--- config.mk ---
export PLATFORM = sky130hd
export DESIGN_NAME = rgb_linear_fade
export DESIGN_NICKNAME = d
export VERILOG_FILES = /design/src/design/rgbf_pkg.sv /design/src/design/rgb_linear_fade.sv /design/src/design/rgbf_div.sv
export SDC_FILE = /design/constraint.sdc
export NUM_CORES = 2
export LEC_CHECK = 0
export ABC_AREA = 1
export ABC_CLOCK_PERIOD_IN_PS = 10500
export BUFFER_PORTS_ARGS = -buffer_cell sky130_fd_sc_hd__buf_2
export CAP_MARGIN = 25
export CORE_MARGIN = 4
export CORE_UTILIZATION = 40
export DETAILED_ROUTE_END_ITERATION = 16
export MAX_ROUTING_LAYER = met4
export PLACE_DENSITY = 0.65
export SYNTH_ARGS = -nofsm -noshare
export SYNTH_HDL_FRONTEND = slang
export SYNTH_SLANG_ARGS = --single-unit
--- constraint.sdc ---
create_clock -name i_clk -period 10.5 [get_ports i_clk]
set_input_delay 1.575 -clock i_clk [delete_from_list [all_inputs] [get_ports i_clk]]
set_output_delay 1.575 -clock i_clk [all_outputs]
set_load 0.01 [all_outputs]
--- src/design/rgbf_pkg.sv ---
package rgbf_pkg;

    localparam int RATE_FRAC_BITS = 16;
    localparam int PWM_SCALE      = 10;

    localparam int COLOR_W    = 8;
    localparam int FADE_W     = 16;
    localparam int CNT_W      = FADE_W + 1;
    localparam int OUT_W      = 12;
    localparam int DIVIDEND_W = COLOR_W + RATE_FRAC_BITS;
    localparam int RATE_W     = DIVIDEND_W + 1;
    localparam int PROD_W     = RATE_W + CNT_W + 1;
    localparam int STEP_W     = PROD_W - RATE_FRAC_BITS;
    localparam int SUM_W      = STEP_W + 1;
    localparam int DIV_CNT_W  = $clog2(DIVIDEND_W + 1);
    localparam int NUM_CH     = 3;
    localparam int CH_W       = 2;

    localparam int ADDR_W     = 3;
    localparam int DATA_W     = 32;

    localparam logic [0:0] REG_FADE_MS = 1'b0;

    localparam logic [0:0] KIND_COLOR = 1'b0;
    localparam logic [0:0] KIND_TICK  = 1'b1;

    localparam logic [COLOR_W-1:0] LEVEL_MAX = {COLOR_W{1'b1}};

endpackage

--- src/design/rgb_linear_fade.sv ---
// Tick beat while fading: S_MUL registers each channel's product and S_ADD its level, one
// channel after another, then S_DONE. Tick beat once the fade is over or the fade time is zero:
// straight to S_DONE. Colour beat with a nonzero fade time: the shared bit-serial divider
// computes the three channel rates one after another; zero fade time: targets only. New beats
// are taken in S_IDLE; a finished result may wait in the output register while one is accepted.
// Synchronous active-low reset clears the fade time, target and start colours, rates, count and output valid.
module rgb_linear_fade (
    input  logic                                i_clk,
    input  logic                                i_rst_n,

    input  logic                                i_in_valid,
    output logic                                o_in_ready,
    input  logic                                i_kind,
    input  logic [rgbf_pkg::COLOR_W-1:0]        i_red,
    input  logic [rgbf_pkg::COLOR_W-1:0]        i_green,
    input  logic [rgbf_pkg::COLOR_W-1:0]        i_blue,

    output logic                                o_out_valid,
    input  logic                                i_out_ready,
    output logic [rgbf_pkg::OUT_W-1:0]          o_red_compare,
    output logic [rgbf_pkg::OUT_W-1:0]          o_green_compare,
    output logic [rgbf_pkg::OUT_W-1:0]          o_blue_compare,

    input  logic                                psel,
    input  logic                                penable,
    input  logic                                pwrite,
    input  logic [rgbf_pkg::ADDR_W-1:0]         paddr,
    input  logic [rgbf_pkg::DATA_W-1:0]         pwdata,
    output logic [rgbf_pkg::DATA_W-1:0]         prdata,
    output logic                                pready
);

    localparam logic [2:0] S_IDLE     = 3'd0;
    localparam logic [2:0] S_DIV_GO   = 3'd1;
    localparam logic [2:0] S_DIV_WAIT = 3'd2;
    localparam logic [2:0] S_MUL      = 3'd3;
    localparam logic [2:0] S_ADD      = 3'd4;
    localparam logic [2:0] S_DONE     = 3'd5;

    localparam logic [rgbf_pkg::CH_W-1:0] CH_LAST = rgbf_pkg::CH_W'(rgbf_pkg::NUM_CH - 1);

    logic [2:0]                             r_state;
    logic [rgbf_pkg::CH_W-1:0]              r_ch;
    logic [rgbf_pkg::FADE_W-1:0]            r_fade;
    logic [rgbf_pkg::CNT_W-1:0]             r_elapsed;
    logic [rgbf_pkg::COLOR_W-1:0]           r_target [rgbf_pkg::NUM_CH];
    logic [rgbf_pkg::COLOR_W-1:0]           r_start  [rgbf_pkg::NUM_CH];
    logic signed [rgbf_pkg::RATE_W-1:0]     r_rate   [rgbf_pkg::NUM_CH];
    logic [rgbf_pkg::COLOR_W-1:0]           r_lvl    [rgbf_pkg::NUM_CH];
    logic signed [rgbf_pkg::PROD_W-1:0]     r_prod;

    logic                                   n_accept;
    logic                                   n_cfg_wr;
    logic                                   n_fading;
    logic                                   n_out_load;
    logic [rgbf_pkg::COLOR_W:0]             n_diff;
    logic [rgbf_pkg::COLOR_W:0]             n_mag;
    logic [rgbf_pkg::DIVIDEND_W-1:0]        n_dividend;
    logic [rgbf_pkg::DIVIDEND_W-1:0]        n_quotient;
    logic signed [rgbf_pkg::RATE_W-1:0]     n_quo_s;
    logic signed [rgbf_pkg::PROD_W-1:0]     n_prod;
    logic signed [rgbf_pkg::PROD_W-1:0]     n_prod_sh;
    logic signed [rgbf_pkg::STEP_W-1:0]     n_step;
    logic signed [rgbf_pkg::SUM_W-1:0]      n_sum;
    logic [rgbf_pkg::COLOR_W-1:0]           n_level;
    logic                                   n_div_start;
    logic                                   n_div_done;

    assign o_in_ready = (r_state == S_IDLE);
    assign n_accept   = i_in_valid && o_in_ready;
    assign pready     = 1'b1;
    assign n_cfg_wr   = psel && penable && pwrite && pready
                        && (paddr[rgbf_pkg::ADDR_W-1] == rgbf_pkg::REG_FADE_MS);
    assign prdata     = (paddr[rgbf_pkg::ADDR_W-1] == rgbf_pkg::REG_FADE_MS)
                        ? rgbf_pkg::DATA_W'(r_fade) : '0;
    assign n_fading   = (r_fade != '0)
                        && (r_elapsed <= rgbf_pkg::CNT_W'(r_fade));
    assign n_out_load = (r_state == S_DONE) && (!o_out_valid || i_out_ready);

    always_comb begin
        n_diff     = {1'b0, r_target[r_ch]} - {1'b0, r_start[r_ch]};
        n_mag      = n_diff[rgbf_pkg::COLOR_W] ? (~n_diff + 1'b1) : n_diff;
        n_dividend = {n_mag[rgbf_pkg::COLOR_W-1:0], {rgbf_pkg::RATE_FRAC_BITS{1'b0}}};
        n_quo_s    = $signed({1'b0, n_quotient});
        n_prod     = r_rate[r_ch] * $signed({1'b0, r_elapsed});
        n_prod_sh  = r_prod >>> rgbf_pkg::RATE_FRAC_BITS;
        n_step     = n_prod_sh[rgbf_pkg::STEP_W-1:0];
        n_sum      = $signed(rgbf_pkg::SUM_W'({1'b0, r_start[r_ch]}))
                     + rgbf_pkg::SUM_W'(n_step);
        if (n_sum < 0) begin
            n_level = '0;
        end else if (n_sum > rgbf_pkg::SUM_W'(rgbf_pkg::LEVEL_MAX)) begin
            n_level = rgbf_pkg::LEVEL_MAX;
        end else begin
            n_level = n_sum[rgbf_pkg::COLOR_W-1:0];
        end
        n_div_start = (r_state == S_DIV_GO);
    end

    rgbf_div u_div (
        .i_clk      (i_clk),
        .i_rst_n    (i_rst_n),
        .i_start    (n_div_start),
        .i_dividend (n_dividend),
        .i_divisor  (r_fade),
        .o_done     (n_div_done),
        .o_quotient (n_quotient)
    );

    always_ff @(posedge i_clk) begin
        if (!i_rst_n) begin
            r_state     <= S_IDLE;
            r_ch        <= '0;
            r_fade      <= '0;
            r_elapsed   <= '0;
            r_target    <= '{default: '0};
            r_start     <= '{default: '0};
            r_rate      <= '{default: '0};
            o_out_valid <= 1'b0;
        end else begin
            if (n_cfg_wr) begin
                r_fade <= pwdata[rgbf_pkg::FADE_W-1:0];
            end
            if (n_out_load) begin
                o_out_valid <= 1'b1;
            end else if (o_out_valid && i_out_ready) begin
                o_out_valid <= 1'b0;
            end
            case (r_state)
                S_IDLE: begin
                    if (n_accept) begin
                        r_ch <= '0;
                        if (i_kind == rgbf_pkg::KIND_COLOR) begin
                            r_start     <= r_target;
                            r_target[0] <= i_red;
                            r_target[1] <= i_green;
                            r_target[2] <= i_blue;
                            if (r_fade != '0) begin
                                r_elapsed <= '0;
                                r_state   <= S_DIV_GO;
                            end
                        end else if (n_fading) begin
                            r_state <= S_MUL;
                        end else begin
                            r_lvl   <= r_target;
                            r_start <= r_target;
                            r_state <= S_DONE;
                        end
                    end
                end
                S_DIV_GO: begin
                    r_state <= S_DIV_WAIT;
                end
                S_DIV_WAIT: begin
                    if (n_div_done) begin
                        r_rate[r_ch] <= n_diff[rgbf_pkg::COLOR_W] ? -n_quo_s : n_quo_s;
                        if (r_ch == CH_LAST) begin
                            r_state <= S_IDLE;
                        end else begin
                            r_ch    <= r_ch + 1'b1;
                            r_state <= S_DIV_GO;
                        end
                    end
                end
                S_MUL: begin
                    r_prod  <= n_prod;
                    r_state <= S_ADD;
                end
                S_ADD: begin
                    r_lvl[r_ch] <= n_level;
                    if (r_ch == CH_LAST) begin
                        r_elapsed <= r_elapsed + 1'b1;
                        r_state   <= S_DONE;
                    end else begin
                        r_ch    <= r_ch + 1'b1;
                        r_state <= S_MUL;
                    end
                end
                S_DONE: begin
                    if (n_out_load) begin
                        o_red_compare   <= rgbf_pkg::OUT_W'(r_lvl[0])
                                           * rgbf_pkg::OUT_W'(rgbf_pkg::PWM_SCALE);
                        o_green_compare <= rgbf_pkg::OUT_W'(r_lvl[1])
                                           * rgbf_pkg::OUT_W'(rgbf_pkg::PWM_SCALE);
                        o_blue_compare  <= rgbf_pkg::OUT_W'(r_lvl[2])
                                           * rgbf_pkg::OUT_W'(rgbf_pkg::PWM_SCALE);
                        r_state         <= S_IDLE;
                    end
                end
                default: begin
                    r_state <= S_IDLE;
                end
            endcase
        end
    end

    a_valid_from_done: assert property (@(posedge i_clk) disable iff (!i_rst_n)
        $rose(o_out_valid) |-> $past(r_state == S_DONE))
        else $error("result beat raised outside the finishing step");

    a_div_done_in_wait: assert property (@(posedge i_clk) disable iff (!i_rst_n)
        n_div_done |-> (r_state == S_DIV_WAIT))
        else $error("divider result arrived while not waiting for it");

    a_channel_bound: assert property (@(posedge i_clk) disable iff (!i_rst_n)
        r_ch <= CH_LAST)
        else $error("channel index out of range");

    a_elapsed_bound: assert property (@(posedge i_clk) disable iff (!i_rst_n)
        r_elapsed <= rgbf_pkg::CNT_W'({rgbf_pkg::FADE_W{1'b1}}) + 1'b1)
        else $error("elapsed count beyond the longest fade");

endmodule

--- src/design/rgbf_div.sv ---
module rgbf_div (
    input  logic                                i_clk,
    input  logic                                i_rst_n,
    input  logic                                i_start,
    input  logic [rgbf_pkg::DIVIDEND_W-1:0]     i_dividend,
    input  logic [rgbf_pkg::FADE_W-1:0]         i_divisor,
    output logic                                o_done,
    output logic [rgbf_pkg::DIVIDEND_W-1:0]     o_quotient
);

    // Restoring divider that retires one quotient bit per cycle.
    logic                               r_busy;
    logic                               r_done;
    logic [rgbf_pkg::DIV_CNT_W-1:0]     r_cnt;
    logic [rgbf_pkg::FADE_W-1:0]        r_rem;
    logic [rgbf_pkg::DIVIDEND_W-1:0]    r_quo;

    logic [rgbf_pkg::FADE_W:0]          n_rem_sh;
    logic                               n_ge;
    logic [rgbf_pkg::FADE_W:0]          n_diff;
    logic [rgbf_pkg::FADE_W-1:0]        n_rem;
    logic [rgbf_pkg::DIVIDEND_W-1:0]    n_quo;

    always_comb begin
        n_rem_sh = {r_rem, r_quo[rgbf_pkg::DIVIDEND_W-1]};
        n_ge     = (n_rem_sh >= {1'b0, i_divisor});
        n_diff   = n_rem_sh - {1'b0, i_divisor};
        n_rem    = n_ge ? n_diff[rgbf_pkg::FADE_W-1:0] : n_rem_sh[rgbf_pkg::FADE_W-1:0];
        n_quo    = {r_quo[rgbf_pkg::DIVIDEND_W-2:0], n_ge};
    end

    always_ff @(posedge i_clk) begin
        if (!i_rst_n) begin
            r_busy <= 1'b0;
            r_done <= 1'b0;
            r_cnt  <= '0;
        end else begin
            r_done <= 1'b0;
            if (i_start) begin
                r_busy <= 1'b1;
                r_cnt  <= rgbf_pkg::DIV_CNT_W'(rgbf_pkg::DIVIDEND_W);
                r_rem  <= '0;
                r_quo  <= i_dividend;
            end else if (r_busy) begin
                r_rem <= n_rem;
                r_quo <= n_quo;
                r_cnt <= r_cnt - 1'b1;
                if (r_cnt == rgbf_pkg::DIV_CNT_W'(1)) begin
                    r_busy <= 1'b0;
                    r_done <= 1'b1;
                end
            end
        end
    end

    assign o_done     = r_done;
    assign o_quotient = r_quo;

    a_done_after_busy: assert property (@(posedge i_clk) disable iff (!i_rst_n)
        r_done |-> $past(r_busy))
        else $error("divider finished without running");

    a_cnt_bound: assert property (@(posedge i_clk) disable iff (!i_rst_n)
        r_busy |-> (r_cnt != '0) && (r_cnt <= rgbf_pkg::DIV_CNT_W'(rgbf_pkg::DIVIDEND_W)))
        else $error("divider step count out of range");

    a_no_restart: assert property (@(posedge i_clk) disable iff (!i_rst_n)
        r_busy |-> !i_start)
        else $error("divider restarted while busy");

endmodule

Yosys cells after proc, flatten, opt, wreduce, memory -nomap -nowiden
Index checks and enable logic that the tools add are counted.

storage, ports and cells
  register bits = 309
  latch bits = 0
  RAM bits = 0
  memory bits (read-only) = 0
  logic and storage cells = 152
  memories kept = 0

cells by class
  add/sub/neg operators = 8
  multipliers = 4
  div/mod/pow operators = 0
  magnitude comparators = 6
  eq/ne operators = 17
  shift operators = 0
  muxes and demuxes = 55
  bitwise operators = 6
  reduce and logical (&&, ||, !) cells = 28

operators with widths
  operator                                             count
  2-to-1 mux 24 bit                                    6
  2-to-1 mux 25 bit                                    4
  bitwise mux 75 bit                                   1
  2-to-1 mux 17 bit                                    4
  2-to-1 mux 8 bit                                     8
  binary-select mux 25 bit (select 2 bit)              1
  demux 25 bit (select 2 bit)                          1
  2-to-1 mux 16 bit                                    3
  one-hot mux 24 bit (2 select lines)                  1
  multiplier 25 x 18 -> 43 bit                         1
  one-hot mux 17 bit (2 select lines)                  1
  multiplier 8 x 3 -> 11 bit, second input constant    3
  binary-select mux 8 bit (select 2 bit)               2
  adder 9 x 27 -> 28 bit                               1
  > comparator 28 x 8 -> 1 bit, second input constant  1
  < comparator 28 x 1 -> 1 bit, second input constant  1
  negator 24 -> 25 bit                                 1
  bitwise mux 24 bit                                   1
  2-to-1 mux 3 bit                                     7
  one-hot mux 3 bit (6 select lines)                   1
  adder 17 x 1 -> 17 bit, second input constant        1
  greater-or-equal comparator 17 x 16 -> 1 bit         1
  <= comparator 17 x 16 -> 1 bit                       1
  demux 8 bit (select 2 bit)                           1
  other kinds (35)                                     71

Longest topological paths before layout
  word-level depth = 10
  mapped depth = 32

Hierarchy
Synthesis repeated with hierarchy kept, for this count alone.

unflattened totals
  cell total of the unflattened synthesis = 4189
  area total of the unflattened synthesis = 32610.0 µm²

modules (own cells, without submodules)
  module           instances  cells each  area each (µm²)  seq. area each (µm²)
  rgb_linear_fade  1          3715        29201.8          5765.5
  rgbf_div         1          474         3408.3           1341.3

Worst setup path before layout
OpenSTA, ideal clock, no wires.

  kind = flip-flop to flip-flop
  from = register r_ch[1] in the netlist's numbering
  to = register r_prod[40] in the netlist's numbering (data pin)
  setup time = 0.262 ns
  data arrival time = 6.648 ns
  data required time = 10.238 ns
  path slack = 3.590 ns
  stages on the path, launching flop included = 28
  path buffers = 2
  cells stage by stage = dfxtp_1 -> buf_4 -> inv_2 -> nor2_8 -> inv_1 -> o21ai_0 -> inv_1 -> buf_2 -> nor2_1 -> inv_1 -> fa_1 -> inv_1 -> fa_1 -> fa_1 -> fa_1 -> fa_1 -> inv_1 -> fa_1 -> inv_1 -> ha_1 -> nand2_1 -> nor2_1 -> inv_1 -> nor4_1 -> nand3_1 -> nand4_1 -> a21oi_1 -> xor2_1

between the ends
  cells in the longest elaborated chain, start to end = 5

ends and longest elaborated chain
  what                                                  RTL line                RTL
  from (decl)                                           rgb_linear_fade.sv:43   logic [rgbf_pkg::CH_W-1:0] r_ch;
  from (signal assigned)                                rgb_linear_fade.sv:160  r_ch <= r_ch + 1'b1;
  from (signal assigned)                                rgb_linear_fade.sv:175  r_ch <= r_ch + 1'b1;
  inverter 2 -> 3 bit (implied by the code)             rgb_linear_fade.sv:85   n_prod = r_rate[r_ch] * $signed({1'b0, r_elapsed});
  binary-select mux 25 bit (select 2 bit)               rgb_linear_fade.sv:85
  2-to-1 mux 25 bit (implied by the code) (2 in a row)  rgb_linear_fade.sv:85
  multiplier 25 x 18 -> 43 bit                          rgb_linear_fade.sv:85
  named net n_prod, one bit                             rgb_linear_fade.sv:61   logic signed [rgbf_pkg::PROD_W-1:0] n_prod;
  to (signal assigned)                                  rgb_linear_fade.sv:166  r_prod <= n_prod;
  to (decl)                                             rgb_linear_fade.sv:50   logic signed [rgbf_pkg::PROD_W-1:0] r_prod;

The timed path passes the listed nets, and every way through them passes these cells. The select of a mux whose other input is x is not followed.
A chain may end at the register's enable or synchronous reset.

Worst setup path in the final report
  from = register r_ch[1] in the netlist's numbering
  to = register r_prod[35] in the netlist's numbering (data pin)

The elaborated chain is that of the path after synthesis.

==> flow_summary.yaml <==
cts:
  cts_buffer_depth: 3
  clkTransAtPathRegs_ns: 0.06
  cts-resized-gates: 0
  cts_hold_buf: 0
  root_buffer: "clkbuf_16"
  cts_tree: "done"
  htree_levels: 2
  cts_buffers: 34
  insertion_delay_ns: 0.55
  clock_sinks: 293
  postCtsSetupBuffers: 0
setup_path:
  slowest_stage: "o21ai_2"
  slowest_delay_ns: 0.62
  cp-end-kind: "flip-flop"
  path_common_cell: "fa_1"
  cp.arrival_ns: 8.73
  path_buf_inv: 7
  crit_chain: "buf_4 -> inv_2 -> nor2_8 -> inv_1 -> buf_4 -> o21ai_2 -> clkinv_1 -> nor2_1 -> fa_1 -> fa_1 -> fa_1 -> fa_1 -> fa_1 -> inv_1 -> fa_1 -> inv_1 -> ha_1 -> a21oi_1 -> o21ai_0 -> a21oi_1 -> nand2_1 -> a21oi_1 -> o21ai_0 -> xor2_1"
  setup.worst_path.start_class: "flip-flop"
  crit_required_ns: 10.79
  crit_family: "adder cells"
  crit_fanout: 36
  setup.worst_path.class: "reg -> reg"
die:
  initial_core_util_pct: 40.6
  num_rows: 102
  coreArea_um2: 78000
  die_area_um2: 83800
  ios: 138
  die_height_um: 289
  die_x_um: 289
flow_run:
  maxCapViolations: 0
routing:
  viasPerCell: 5.12
  ant_nets: 0
  wl_per_cell_um: 17.0
  wirelength_um: 86300
  first_pass_iters: 6
  drtIter0Drc: 2087
  vias: 25902
  drc_errors: 0
timing:
  whs_ns: 0.459
  setup_slack_ns: 2.06
  fin_crit_ns: 8.44
  setup_viol: 0
  relSlewSlack_pct: 27.2
  rsz0062_at_grt: "false"
  clock_skew_ns: 0.0136
  worst_pin_slew_ns: 1.08
  slew_viol_final: 0
  hold_viol: 0
  period_share_pct: 80.4
  max_freq_mhz: 118
  fin_tns_setup_ns: 0
power:
  power_per_cell_area_nw_per_um2: 172
  power_frac_clock_pct: 20.3
  seqPwrFrac_pct: 26.5
  peakVddDrop_v: 0.000185
  comb_power_share_pct: 53.1
  p_sw_share_pct: 47.3
  power_leakage_nw: 16.5
  p_switching_mw: 2.80
  internal_power_mw: 3.12
synth:
  synth_area_um2: 31700
  synth_xor_area_share_pct: 2.99
  synthTopCellsByArea: "fa_1, edfxtp_1, dfxtp_1"
  ys_seq_area_share_pct: 22.4
  ys.flop_type: "dfxtp_1"
  synthDistinctLibCells: 54
  synth_top_cell_by_area: "fa_1"
  postSynthCellCount: 3949
  synth_top_family_by_area: "adder cells"
  ys_ff_latch: 293
  synth_compound_area_share_pct: 10.7
  synth_edf_count: 124
  async_reset_ff_share_pct: 0
  synth_top_area_share_pct: 26.5
  synth_fa_ha_area_share_pct: 34.2
  yosys.area_share.simple_pct: 17.2
  muxShareOfSynthArea_pct: 0
  synth.avg_cell_area_um2: 8.02
  ys.warnings.count: 0
placed_design:
  dp_slack_ns: 1.99
  gp_congestion: 0.920
  dp.cells: 5001
  port_buffers: 99
  dp_hpwl_um: 66200
final_layout:
  layout-drive-gt1-share_pct: 7.06
  fill_cells: 7717
  antenna_cells: 0
  layout.cells.non_filler: 5063
  fin_util_pct: 44.1
  nNetsFinal: 4677
  area_delta_synth_final_pct: 8.63
global_routing:
  grt_max_degree: 74
  grt_pass1_wl_um: 139000
  grt_pass1_vias: 25743
  grt-ovfl-total: 0
  grtUsageTotal_pct: 21.4
  antenna_found_initial: 0
min_path:
  min_path_type: "reg -> reg"
run_status:
  status: "complete, no violations"
[final timing paths]
kind,start,end,slack [ns],cells after the start
min reg2reg,r_lvl[8]$_DFFE_PP_,o_green_compare[1]$_DFFE_PP_,0.46,0
min,r_lvl[8]$_DFFE_PP_,o_green_compare[1]$_DFFE_PP_,0.46,0
max reg2reg,r_ch[1]$_SDFFE_PN0P_,r_prod[35]$_DFFE_PP_,2.06,24
max,r_ch[1]$_SDFFE_PN0P_,r_prod[35]$_DFFE_PP_,2.06,24
[state kept, by name, summed over array words and instances (netlist names), 16 cells and up]
signal and flops:
r_prod 27, r_fade 16, r_elapsed 17, r_rate 75, u_div.r_rem 16, r_start 24, u_div.o_quotient 24, r_lvl 24
r_target 24
[metal layers]
layer | global-route usage (%) | routed length (um) | vias up
met5 | - | 0 | -
met4 | 6.29 | 2880 | 0
met3 | 3.29 | 6570 | 196
met2 | 34.5 | 40100 | 939
met1 | 28.2 | 36800 | 12506
li1 | - | - | 12261
[worst register-to-register path, cell delays in order, from the launching register on]
cell and delay, ns:
dfxtp_1 0.31, buf_4 0.42, inv_2 0.27, nor2_8 0.23, inv_1 0.26, buf_4 0.33, o21ai_2 0.63, clkinv_1 0.56
nor2_1 0.28, fa_1 0.44, fa_1 0.48, fa_1 0.52, fa_1 0.56, fa_1 0.56, inv_1 0.06, fa_1 0.52
inv_1 0.04, ha_1 0.35, a21oi_1 0.32, o21ai_0 0.15, a21oi_1 0.14, nand2_1 0.16, a21oi_1 0.29, o21ai_0 0.15
xor2_1 0.16
[layout by cell type, fill, tap and decap left out, types with 34 or more instances in the layout]
cell type	n
o21ai_0	241
dfxtp_1	169
nand3_1	127
edfxtp_1	124
fa_1	420
ha_1	193
nand2_1	615
clkbuf_16	34
inv_1	852
buf_2	99
buf_4	52
nor2_1	403
a21oi_1	258
xor2_1	76
nand4_1	35
[power groups by stage]
stage	Clock, mW	Sequential, mW	Combinational (mW)
finish	1.21	1.57	3.15
global route	1.28	1.59	3.49
CTS	1.23	1.57	3.11
detailed placement	0	1.59	3.09
global placement	0	1.59	3.05
floorplan	0	1.56	2.19
[final cells by class]
cell class | count | area [um^2] | share of cell area [%]
Clock buffer | 48 | 983 | 2.86
Multi-Input combinational cell | 2646 | 20700 | 60.1
Tap cell | 1040 | 1300 | 3.78
Clock inverter | 14 | 150 | 0.436
Timing Repair Buffer | 152 | 913 | 2.65
Inverter | 870 | 3270 | 9.49
Sequential cell | 293 | 7110 | 20.6
[synth_stat cells (all sizes together) (10+ instances only)]
master,n
clkinv,10
clkbuf,113
o21bai,21
nor2,419
buf,45
nor3,28
o211ai,18
nand4,35
nor4,12
dfxtp,169
edfxtp,124
or2,18
nand3,139
nand2,621
ha,193
xnor2,32
a21o,11
xor2,76
o21ai,260
fa,420
a21oi,259
inv,860
[per-stage QoR]
| step | power, mW | instance area, um^2 |
|---|---|---|
| finish | 5.93 | 34400 |
| global route | 6.36 | 34400 |
| CTS | 5.91 | 34400 |
| detailed placement | 4.68 | 33300 |
| global placement | 4.64 | 33300 |
| floorplan | 3.75 | 31800 |
[kinds of logic (layout without fill, tap and decap cells)]
family | after synthesis | count (layout)
AO/OA/AOI/OAI | 615 | 615
XOR/XNOR | 108 | 108
adder cells (fa/ha/maj) | 613 | 613
buffers and inverters | 1028 | 1084
flip-flops | 293 | 293
other | 2 | 20
AND/OR/NAND/NOR | 1290 | 1290
(Power assumes the default switching activity.)
